### config.mk
export PLATFORM = sky130hd
export DESIGN_NAME = byte_rle_codec
export DESIGN_NICKNAME = d
export VERILOG_FILES = /design/src/hw/rtl/rlc_pkg.sv /design/src/hw/rtl/byte_rle_codec.sv /design/src/hw/rtl/rlc_front.sv /design/src/hw/rtl/rlc_fifo.sv /design/src/hw/rtl/rlc_back.sv
export SDC_FILE = /design/constraint.sdc
export NUM_CORES = 1
export LEC_CHECK = 0
export ABC_CLOCK_PERIOD_IN_PS = 6600
export BUFFER_PORTS_ARGS = -buffer_cell sky130_fd_sc_hd__buf_4
export CORE_MARGIN = 2
export CORE_UTILIZATION = 45
export CTS_CLUSTER_DIAMETER = 40
export DETAILED_ROUTE_END_ITERATION = 16
export GPL_ROUTABILITY_DRIVEN = 1
export PLACE_DENSITY = 0.58
export SLEW_MARGIN = 0
export SYNTH_ARGS = -nofsm -noshare
export SYNTH_HDL_FRONTEND = slang
export SYNTH_SLANG_ARGS = --single-unit
### constraint.sdc
create_clock -name clk -period 6.6 [get_ports clk]
set_input_delay 1.32 -clock clk [delete_from_list [all_inputs] [get_ports clk]]
set_output_delay 1.32 -clock clk [all_outputs]
set_load 0.01 [all_outputs]
### src/hw/rtl/rlc_pkg.sv
// Shared types and constants for the byte run-length codec.
`timescale 1ns / 1ps
package rlc_pkg;

  typedef enum logic [0:0] {
    MODE_COMPRESS = 1'b0,
    MODE_EXPAND   = 1'b1
  } mode_t;

  typedef enum logic [0:0] {
    CMD_EMIT   = 1'b0,
    CMD_EXPAND = 1'b1
  } cmd_kind_t;

  localparam int unsigned QDEPTH = 2;
  localparam int unsigned QPTR_W = (QDEPTH > 1) ? $clog2(QDEPTH) : 1;
  localparam int unsigned QCNT_W = $clog2(QDEPTH + 1);

  typedef struct packed {
    logic [7:0] in_byte;
    logic       end_of_stream;
  } rlc_in_t;

  typedef struct packed {
    logic [31:0] out_data;
    logic [2:0]  out_count;
    logic        run_last;
  } rlc_out_t;

  // Work for the back end: either a ready packed word of pairs, or a run to expand.
  typedef struct packed {
    cmd_kind_t   kind;
    logic [31:0] word;
    logic [2:0]  nbytes;
    logic [7:0]  value;
    logic [7:0]  count;
  } rlc_cmd_t;

endpackage

### src/hw/rtl/byte_rle_codec.sv
// Top level of the byte run-length codec: front end, command queue and back end.
// The codec works in one of two modes, set by the one-bit mode register (reset to
// compress). In compress mode every input beat carries one raw byte; the block keeps
// the current byte and its run length, capped at RUN_LIMIT, and emits a
// (count, value) pair, count in the low byte, whenever the byte changes or the cap
// is hit. A beat flagged end_of_stream also flushes the open run, so a single
// result carries two or four bytes, and the run state is cleared. In expand mode
// the input beats are (count, value) byte pairs; each pair becomes count copies of
// value, packed four bytes to a result word low byte first, with run_last set on
// the final word of the pair. A zero count produces nothing, and a count byte that
// arrives with end_of_stream is dropped. Writing the mode register discards any
// partly built run or pair, and should only be done with the codec idle.
// Throughput: the front end takes one beat per cycle as long as its two-entry
// command queue has room. In compress mode that sustains one byte per cycle. In
// expand mode a pair costs two input beats and its back-end command yields
// ceil(count/4) packed words, one per cycle, so long runs hold the input off
// once the queue fills. Output stall backs up into the queue and, once
// the queue is full, holds the input off as well.
`timescale 1ns / 1ps
module byte_rle_codec #(
  parameter int unsigned RUN_LIMIT = 255
) (
  input  logic             clk,
  input  logic             rst_n,
  input  logic             cfg_we,
  input  logic             cfg_wdata,
  input  logic             in_valid,
  output logic             in_stall,
  input  rlc_pkg::rlc_in_t in_beat,
  output logic             out_valid,
  input  logic             out_stall,
  output rlc_pkg::rlc_out_t out_beat
);
  import rlc_pkg::*;

  logic     accept;
  logic     push, pop, q_full, head_valid;
  rlc_cmd_t push_cmd, head_cmd;

  // The queue only pushes when it has room, so the front end stalls on queue full.
  assign in_stall = q_full;
  assign accept   = in_valid && !in_stall;

  rlc_front #(
    .RUN_LIMIT(RUN_LIMIT)
  ) u_front (
    .clk      (clk),
    .rst_n    (rst_n),
    .cfg_we   (cfg_we),
    .cfg_wdata(cfg_wdata),
    .accept   (accept),
    .beat     (in_beat),
    .push     (push),
    .cmd      (push_cmd)
  );

  rlc_fifo u_fifo (
    .clk       (clk),
    .rst_n     (rst_n),
    .push      (push),
    .push_cmd  (push_cmd),
    .pop       (pop),
    .full      (q_full),
    .head_valid(head_valid),
    .head_cmd  (head_cmd)
  );

  rlc_back u_back (
    .clk       (clk),
    .rst_n     (rst_n),
    .head_valid(head_valid),
    .head_cmd  (head_cmd),
    .pop       (pop),
    .out_valid (out_valid),
    .out_stall (out_stall),
    .out_beat  (out_beat)
  );

  // Every result word carries between one and four bytes.
  a_count_range: assert property (@(posedge clk) disable iff (!rst_n)
    out_valid |-> (out_beat.out_count != 3'd0 && out_beat.out_count <= 3'd4))
    else $error("result byte count out of range");

  // Bytes above the valid count of a one-byte result are always zero.
  a_upper_zero: assert property (@(posedge clk) disable iff (!rst_n)
    (out_valid && out_beat.out_count == 3'd1) |-> (out_beat.out_data[31:8] == 24'd0))
    else $error("nonzero data above a one-byte result");

  // Reset leaves no result pending.
  a_reset_idle: assert property (@(posedge clk)
    !rst_n |=> !out_valid)
    else $error("result valid right after reset");

  // The queue never accepts work while full, so a push never coincides with in_stall.
  a_no_push_full: assert property (@(posedge clk) disable iff (!rst_n)
    (push && q_full) |-> 1'b0)
    else $error("command pushed into a full queue");

endmodule

### src/hw/rtl/rlc_front.sv
// Front end: takes input beats, tracks run and pair state, and issues commands.
`timescale 1ns / 1ps
module rlc_front #(
  parameter int unsigned RUN_LIMIT = 255
) (
  input  logic             clk,
  input  logic             rst_n,
  input  logic             cfg_we,
  input  logic             cfg_wdata,
  input  logic             accept,
  input  rlc_pkg::rlc_in_t beat,
  output logic             push,
  output rlc_pkg::rlc_cmd_t cmd
);
  import rlc_pkg::*;

  localparam logic [7:0] LIMIT = 8'(RUN_LIMIT);

  mode_t      mode_r;
  logic [7:0] held_r, held_nxt;
  logic [7:0] run_r, run_nxt;
  logic       have_r, have_nxt;

  always_comb begin
    logic [31:0] w;
    logic [2:0]  nb;
    w        = '0;
    nb       = '0;
    held_nxt = held_r;
    run_nxt  = run_r;
    have_nxt = have_r;
    push     = 1'b0;
    cmd      = '0;
    if (accept) begin
      if (mode_r == MODE_COMPRESS) begin
        if (!have_r) begin
          held_nxt = beat.in_byte;
          run_nxt  = 8'd1;
          have_nxt = 1'b1;
        end else if (beat.in_byte == held_r && run_r < LIMIT) begin
          run_nxt = run_r + 8'd1;
        end else begin
          w[15:0]  = {held_r, run_r};
          nb       = 3'd2;
          held_nxt = beat.in_byte;
          run_nxt  = 8'd1;
        end
        if (beat.end_of_stream) begin
          if (nb == 3'd2) begin
            w[31:16] = {held_nxt, run_nxt};
          end else begin
            w[15:0] = {held_nxt, run_nxt};
          end
          nb       = nb + 3'd2;
          held_nxt = '0;
          run_nxt  = '0;
          have_nxt = 1'b0;
        end
        push       = (nb != 3'd0);
        cmd.kind   = CMD_EMIT;
        cmd.word   = w;
        cmd.nbytes = nb;
      end else begin
        if (!have_r) begin
          if (!beat.end_of_stream) begin
            run_nxt  = beat.in_byte;
            have_nxt = 1'b1;
          end else begin
            held_nxt = '0;
            run_nxt  = '0;
          end
        end else begin
          // A zero count gives nothing at all.
          push      = (run_r != 8'd0);
          cmd.kind  = CMD_EXPAND;
          cmd.value = beat.in_byte;
          cmd.count = run_r;
          held_nxt  = '0;
          run_nxt   = '0;
          have_nxt  = 1'b0;
        end
      end
    end
    if (cfg_we) begin
      held_nxt = '0;
      run_nxt  = '0;
      have_nxt = 1'b0;
    end
  end

  always_ff @(posedge clk) begin
    if (!rst_n) begin
      mode_r <= MODE_COMPRESS;
      held_r <= '0;
      run_r  <= '0;
      have_r <= 1'b0;
    end else begin
      if (cfg_we) begin
        mode_r <= mode_t'(cfg_wdata);
      end
      held_r <= held_nxt;
      run_r  <= run_nxt;
      have_r <= have_nxt;
    end
  end

endmodule

### src/hw/rtl/rlc_fifo.sv
// Short command queue between the front end and the back end.
`timescale 1ns / 1ps
module rlc_fifo (
  input  logic              clk,
  input  logic              rst_n,
  input  logic              push,
  input  rlc_pkg::rlc_cmd_t push_cmd,
  input  logic              pop,
  output logic              full,
  output logic              head_valid,
  output rlc_pkg::rlc_cmd_t head_cmd
);
  import rlc_pkg::*;

  rlc_cmd_t           mem [QDEPTH];
  logic [QPTR_W-1:0]  wr_ptr_r, rd_ptr_r;
  logic [QCNT_W-1:0]  cnt_r, cnt_nxt;
  logic               do_push, do_pop;

  assign full       = (cnt_r == QCNT_W'(QDEPTH));
  assign head_valid = (cnt_r != '0);
  assign head_cmd   = mem[rd_ptr_r];
  assign do_push    = push && !full;
  assign do_pop     = pop && head_valid;

  always_comb begin
    cnt_nxt = cnt_r;
    if (do_push && !do_pop) begin
      cnt_nxt = cnt_r + QCNT_W'(1);
    end else if (do_pop && !do_push) begin
      cnt_nxt = cnt_r - QCNT_W'(1);
    end
  end

  function automatic logic [QPTR_W-1:0] ptr_inc(input logic [QPTR_W-1:0] p);
    ptr_inc = (p == QPTR_W'(QDEPTH - 1)) ? '0 : p + QPTR_W'(1);
  endfunction

  always_ff @(posedge clk) begin
    if (do_push) begin
      mem[wr_ptr_r] <= push_cmd;
    end
  end

  always_ff @(posedge clk) begin
    if (!rst_n) begin
      wr_ptr_r <= '0;
      rd_ptr_r <= '0;
      cnt_r    <= '0;
    end else begin
      if (do_push) begin
        wr_ptr_r <= ptr_inc(wr_ptr_r);
      end
      if (do_pop) begin
        rd_ptr_r <= ptr_inc(rd_ptr_r);
      end
      cnt_r <= cnt_nxt;
    end
  end

endmodule

### src/hw/rtl/rlc_back.sv
// Back end: runs one command at a time and drives the registered output beat.
`timescale 1ns / 1ps
module rlc_back (
  input  logic              clk,
  input  logic              rst_n,
  input  logic              head_valid,
  input  rlc_pkg::rlc_cmd_t head_cmd,
  output logic              pop,
  output logic              out_valid,
  input  logic              out_stall,
  output rlc_pkg::rlc_out_t out_beat
);
  import rlc_pkg::*;

  logic        job_active_r;
  cmd_kind_t   job_kind_r;
  logic [31:0] job_word_r;
  logic [2:0]  job_nbytes_r;
  logic [7:0]  job_value_r;
  logic [7:0]  job_left_r, job_left_nxt;

  logic        out_valid_r;
  rlc_out_t    out_beat_r, out_beat_nxt;

  logic        out_free, emit, emit_last;
  logic [2:0]  lanes;
  logic [31:0] exp_data;

  assign out_free = !out_valid_r || !out_stall;
  assign emit     = job_active_r && out_free;
  assign lanes    = (job_left_r >= 8'd4) ? 3'd4 : job_left_r[2:0];
  assign emit_last = (job_kind_r == CMD_EMIT) || (job_left_r <= 8'd4);
  assign pop      = head_valid && (!job_active_r || (emit && emit_last));
  assign job_left_nxt = job_left_r - 8'(lanes);

  always_comb begin
    for (int i = 0; i < 4; i++) begin
      exp_data[8*i +: 8] = (3'(i) < lanes) ? job_value_r : 8'd0;
    end
    out_beat_nxt.run_last = emit_last;
    if (job_kind_r == CMD_EMIT) begin
      out_beat_nxt.out_data  = job_word_r;
      out_beat_nxt.out_count = job_nbytes_r;
    end else begin
      out_beat_nxt.out_data  = exp_data;
      out_beat_nxt.out_count = lanes;
    end
  end

  always_ff @(posedge clk) begin
    if (!rst_n) begin
      job_active_r <= 1'b0;
      out_valid_r  <= 1'b0;
    end else begin
      if (pop) begin
        job_active_r <= 1'b1;
      end else if (emit && emit_last) begin
        job_active_r <= 1'b0;
      end
      if (out_free) begin
        out_valid_r <= emit;
      end
    end
  end

  always_ff @(posedge clk) begin
    if (pop) begin
      job_kind_r   <= head_cmd.kind;
      job_word_r   <= head_cmd.word;
      job_nbytes_r <= head_cmd.nbytes;
      job_value_r  <= head_cmd.value;
      job_left_r   <= head_cmd.count;
    end else if (emit) begin
      job_left_r <= job_left_nxt;
    end
    if (emit) begin
      out_beat_r <= out_beat_nxt;
    end
  end

  assign out_valid = out_valid_r;
  assign out_beat  = out_beat_r;

endmodule

=== Yosys cells after proc, flatten, opt, wreduce, memory -nomap -nowiden ===
Memory sizes are Yosys's and may differ from the RTL's. A register that Yosys moved wholly into a read port is not among the register bits.
Cells that the tools add are included.

* Bits in registers: 112
* Bits in writable memories: 104
* Input bits: 15
* Output and inout bits: 38
* Word-level logic and storage cells: 118
* Memories kept: 1

{| class="wikitable"
|+ Memories
! name !! depth !! width !! read ports !! clocked after Yosys merged registers in !! wr ports !! RTL line !! text
|-
| u_fifo.mem || 2 || 52 || 1 || 1 || 1 || rlc_fifo.sv:15 || <nowiki>rlc_cmd_t mem [QDEPTH];</nowiki>
|}

* Add/subtract/negate cells: 7
* $lt $le $gt $ge: 7
* Equality and inequality tests: 4
* Multiplexer cells: 54
* Bitwise gates (word level): 2
* Reduce and logical (&&, ||, !) cells: 26

{| class="wikitable"
|+ Operator list
! kind !! number
|-
| 8-bit two-way mux || 18
|-
| 16-bit two-way mux || 6
|-
| 35-bit two-way mux || 2
|-
| 52-bit two-way mux || 1
|-
| 32-bit two-way mux || 1
|-
| 3-bit two-way mux || 7
|-
| 1-bit two-way mux || 16
|-
| 1-bit logical AND || 9
|-
| 8-bit by 1-bit adder with 8-bit output, second input constant || 1
|-
| 8-bit == test || 1
|-
| 8-bit by 3-bit >= comparator with 1-bit output, second input constant || 1
|-
| 8-bit by 3-bit <= comparator with 1-bit output, second input constant || 1
|-
| 8-bit less-than comparator, second input constant || 1
|-
| 2-bit nonzero test || 4
|-
| 8-bit nonzero test || 1
|-
| 8-bit by 3-bit subtractor with 8-bit output || 1
|-
| 1-bit logical NOT || 6
|-
| 1-bit by 3-bit less-than comparator with 1-bit output, first input constant || 2
|-
| 2-bit by 3-bit less-than comparator with 1-bit output, first input constant || 2
|-
| 2-bit two-way mux || 3
|-
| 3-bit by 2-bit adder with 3-bit output, second input constant || 1
|-
| 3-bit by 2-bit == test with 1-bit output, second input constant || 1
|-
| 1-bit logical OR || 3
|-
| 3-bit inequality test, second input constant || 1
|-
| 8 further kinds || 10
|}

=== Depth between registers and ports, before layout ===
* Depth in word-level cells: 18
* Depth in mapped cells: 12
* Depth with buffers taken out: 12

=== Hierarchy ===
From an unflattened synthesis, not the netlist that was laid out.

* Cells, all modules: 608
* Area total of the unflattened synthesis: 9160.0 um^2

{| class="wikitable"
|+ By module, submodules not included
! module !! times used !! cells each !! area an instance (um^2) !! sequential area each (um^2)
|-
| rlc_fifo || 1 || 187 || 3987.6 || 3223.1
|-
| rlc_back || 1 || 197 || 3438.3 || 2682.6
|-
| rlc_front || 1 || 223 || 1720.4 || 360.3
|-
| byte_rle_codec || 1 || 1 || 13.8 || 0.0
|}

=== Worst setup path before layout ===
Ideal clock, no wire load.

* Path type: input -> register
* From: input in_beat[4] (netlist bit)
* To: memory u_fifo.mem[0][0] (netlist bit), enable pin
* Setup time: 0.467 ns
* Arrival time: 4.548 ns
* Required time: 6.133 ns
* Path slack: 1.585 ns
* Stages on the path: 8
* Path buffers: 0
* Cells stage by stage: xnor2_1 -> nand4_1 -> nor3_2 -> nand2b_1 -> ha_1 -> nor2_1 -> a22o_1 -> nor2b_1

* Word-level cells in the longest chain between the ends: 16

{| class="wikitable"
|+ Ends and longest elaborated chain
! element !! RTL line !! text
|-
| start: declaration || byte_rle_codec.sv:29 || <nowiki>input rlc_pkg::rlc_in_t in_beat,</nowiki>
|-
| 8-bit == test (*) || rlc_front.sv:40 || <nowiki>end else if (beat.in_byte == held_r && run_r < LIMIT) begin</nowiki>
|-
| 1-bit logical AND (*) || rlc_front.sv:40 ||
|-
| 2-bit two-way mux (*) || rlc_front.sv:40 ||
|-
| 3-bit two-way mux (*) || rlc_front.sv:36 || <nowiki>if (!have_r) begin</nowiki>
|-
| 3-bit two-way mux (*) || rlc_front.sv:35 || <nowiki>if (mode_r == MODE_COMPRESS) begin</nowiki>
|-
| 3-bit two-way mux (*) || rlc_front.sv:34 || <nowiki>if (accept) begin</nowiki>
|-
| 3-bit by 2-bit adder with 3-bit output || rlc_front.sv:54 || <nowiki>nb = nb + 3'd2;</nowiki>
|-
| 3-bit two-way mux (*) || rlc_front.sv:48 || <nowiki>if (beat.end_of_stream) begin</nowiki>
|-
| 3-bit two-way mux (*) || rlc_front.sv:35 ||
|-
| 3-bit two-way mux (*) || rlc_front.sv:34 ||
|-
| 3-bit nonzero test (*) || rlc_front.sv:59 || <nowiki>push = (nb != 3'd0);</nowiki>
|-
| 1-bit two-way mux (*) || rlc_front.sv:35 ||
|-
| 1-bit two-way mux (*) || rlc_front.sv:34 ||
|-
| 1-bit logical AND (*) || rlc_fifo.sv:23 || <nowiki>assign do_push = push && !full;</nowiki>
|-
| named net u_fifo.do_push || rlc_fifo.sv:18 || <nowiki>logic do_push, do_pop;</nowiki>
|-
| 1-bit two-way mux (*) || rlc_fifo.sv:40 || <nowiki>if (do_push) begin</nowiki>
|-
| 1-bit two-way mux (not written as such) (*) || rlc_fifo.sv:41 || <nowiki>mem[wr_ptr_r] <= push_cmd;</nowiki>
|-
| end: declaration || rlc_fifo.sv:15 ||
|}

Mark *: on every way through the listed nets, which the timed path passes. The rest lies on a longest branch. The select of a mux whose other input is x is not followed.

=== Worst setup path after layout ===
* From: input in_beat[6] (netlist bit)
* To: memory u_fifo.mem[0][29] (netlist bit), enable pin

The elaborated chain is that of the path after synthesis.

==> results.json <==
{
  "outcome": "finished clean",
  "worst_setup_path_end_kind": "flip-flop",
  "drv_cap": 0,
  "dp_hpwl_microns": 11800,
  "finalHoldViolations": 0,
  "ctsLongestPathBuffers": 3,
  "antenna_found_initial": 0,
  "grtUsageTotal": 0.168,
  "fin_crit_sh": 0.531,
  "coreArea_sq_mm": 0.0194,
  "slew_viol_final": 0,
  "fillers": 1618,
  "nets": 734,
  "tightestPinTransition_ns": 1.20,
  "totalNegativeSetupSlack_ns": 0,
  "overflow": 0,
  "die_w_microns": 144,
  "worst_ir_drop_vdd_v": 0.000252,
  "cp-start-kind": "input port",
  "fp.dieH_microns": 144,
  "worst_skew_pair.late_latency_ns": 0.53,
  "hold_path_class": "reg -> reg",
  "worstSetupPathType": "in -> reg",
  "num_antenna_cells": 0,
  "io_pins": 53,
  "synth_edf_count": 189,
  "grt_first_pass_wirelength_microns": 27000,
  "arrival_ns": 3.67,
  "syn_avg_cell_area_sq_um": 13.9,
  "floorplan.initialDensity": 0.457,
  "setup_violations": 0,
  "drc_errors": 0,
  "netlist_area_sq_mm": 0.00886,
  "numCtsBuffers": 30,
  "cts_tree": "yes",
  "ctsHoldBuffers": 0,
  "rsz0062_at_grt": "no",
  "relSlewSlack": 0.201,
  "power.density_mw_per_mm2": 424,
  "io_buffers": 52,
  "ys_types": 52,
  "avgViaCountPerCell": 5.17,
  "rows": 51,
  "syn_inst": 639,
  "ys_seq_area_frac": 0.697,
  "p_leak_nw": 3.79,
  "critPathMaxFanout": 37,
  "wl_per_cell_microns": 17.4,
  "finalCriticalPeriod_ns": 3.50,
  "preCtsSetupSlack_ns": 2.54,
  "cts_resized": 0,
  "clk_pin_slew_ns": 0.05,
  "postCtsSetupBuffers": 0,
  "ys_warn_count": 0,
  "grt_pass1_vias": 4960,
  "ys_ff_latch": 214,
  "htreeDepth": 1,
  "drtIter0Drc": 394,
  "fin_ws_ns": 3.10,
  "drive_gt1_frac": 0.225,
  "first_pass_iters": 4,
  "place.gp.congestion": 0.911,
  "final_util": 0.544,
  "area_growth_pct": 19.1,
  "routed_wl_microns": 17500,
  "num_vias": 5179,
  "max_freq_mhz": 285,
  "synth-async-reset-ratio": 0,
  "place_area_sq_mm": 0.00957,
  "worst_ep_required_time_ns": 6.77,
  "stdcell_area_sq_mm": 0.0106,
  "clock_sinks": 214,
  "antenna_left": 0,
  "fin_worst_skew_ns": 0.0132,
  "grt_max_degree": 62,
  "die_area_sq_mm": 0.0208,
  "root_buffer": "clkbuf_16",
  "synth_ff_type": "edfxtp_1"
}
==> logic make-up after synthesis <==
family | Yosys count | share of synthesized area
DFF | 214 | 0.697
and+or+nand+nor | 170 | 0.101
AOI/OAI and AO/OA | 108 | 0.0782
buffers and inverters | 70 | 0.0319
muxes | 52 | 0.0652
xor gates and xnor gates | 17 | 0.0177
adders and majority gates | 6 | 0.00847
other | 2 | 0.000848
==> layout by cell type (no fill, tap or decap), types with 21 or more instances in the layout <==
cell type    n
inv_1       40
mux2_2      46
buf_4       59
and2_1      27
edfxtp_1   189
nand2_1     54
clkbuf_16   30
o21ai_0     37
dfxtp_1     24
nor2_1      21
==> per-stage QoR <==
stage	std cells	total power, mW	hold slack, ns
after floorplan	652	2.65	0.494
after global placement	946	2.96	0.522
after detailed placement	946	2.99	0.524
after CTS	1002	4.52	0.546
after global routing	1002	4.71	0.565
final	1002	4.48	0.546
==> synth_stat cells (15+ instances only) <==
library cell  instances  area, sq um
edfxtp_1            189         5680
a21oi_1              15         75.1
o21ai_0              37          185
nor2_1               21         78.8
nand2_1              54          203
a22oi_1              15          113
inv_1                40          150
clkbuf_1             23         86.3
and2_1               28          175
dfxtp_1              25          500
mux2_2               46          518
==> final timing paths <==
kind	startpoint	endpoint	cells past startpoint	slack [ns]
hold reg to reg	u_back.job_active_r	u_back.out_valid	1	0.55
setup / recovery	in_beat[6]	u_fifo.mem[0][29]	11	3.10
hold / removal	u_back.job_active_r	u_back.out_valid	1	0.55
setup reg to reg	u_front.run_r[3]	u_fifo.mem[0][29]	10	3.12
==> flip-flops by register name, indices dropped and copies added, names as in the netlist, 2 cells and up, named ones only <==
name	count
u_fifo.cnt_r	2
u_back.job_nbytes_r	2
u_front.held_r	8
u_back.out_beat	36
u_back.job_left_r	8
u_back.job_word_r	32
u_fifo.mem	102
u_front.run_r	8
u_back.job_value_r	8
==> routing by layer <==
layer	global-route usage	vias up	routed length [microns]
met4	0.0613	0	425
met1	0.252	2495	8640
met5	0	-	0
met2	0.249	155	7520
li1	-	2497	-
met3	0.0285	32	873
==> where the power goes <==
group	switching, mW	total [mW]	internal [mW]
Sequential	0.138	2.02	1.88
Combinational	0.561	0.936	0.376
Clock	0.572	1.52	0.953
Total	1.27	4.48	3.21
==> critical path, stage by stage <==
cell and delay (ns):
buf_4 0.14, xnor2_1 0.12, nand4_1 0.12, nor3_2 0.05, buf_4 0.22, nand2b_1 0.20
ha_1 0.22, nor2_1 0.08, a22o_1 0.21, nor2b_4 0.45, buf_4 0.52
==> final cells by class <==
cell class	instances	area, sq um	area share
Sequential cell	214	6180	0.585
Multi-Input combinational cell	368	2470	0.234
Clock buffer	31	754	0.0715
Timing Repair Buffer	59	443	0.0420
Tap cell	265	332	0.0314
Clock inverter	25	230	0.0218
Inverter	40	150	0.0142
No activity file was read; power rests on OpenSTA's default activity.
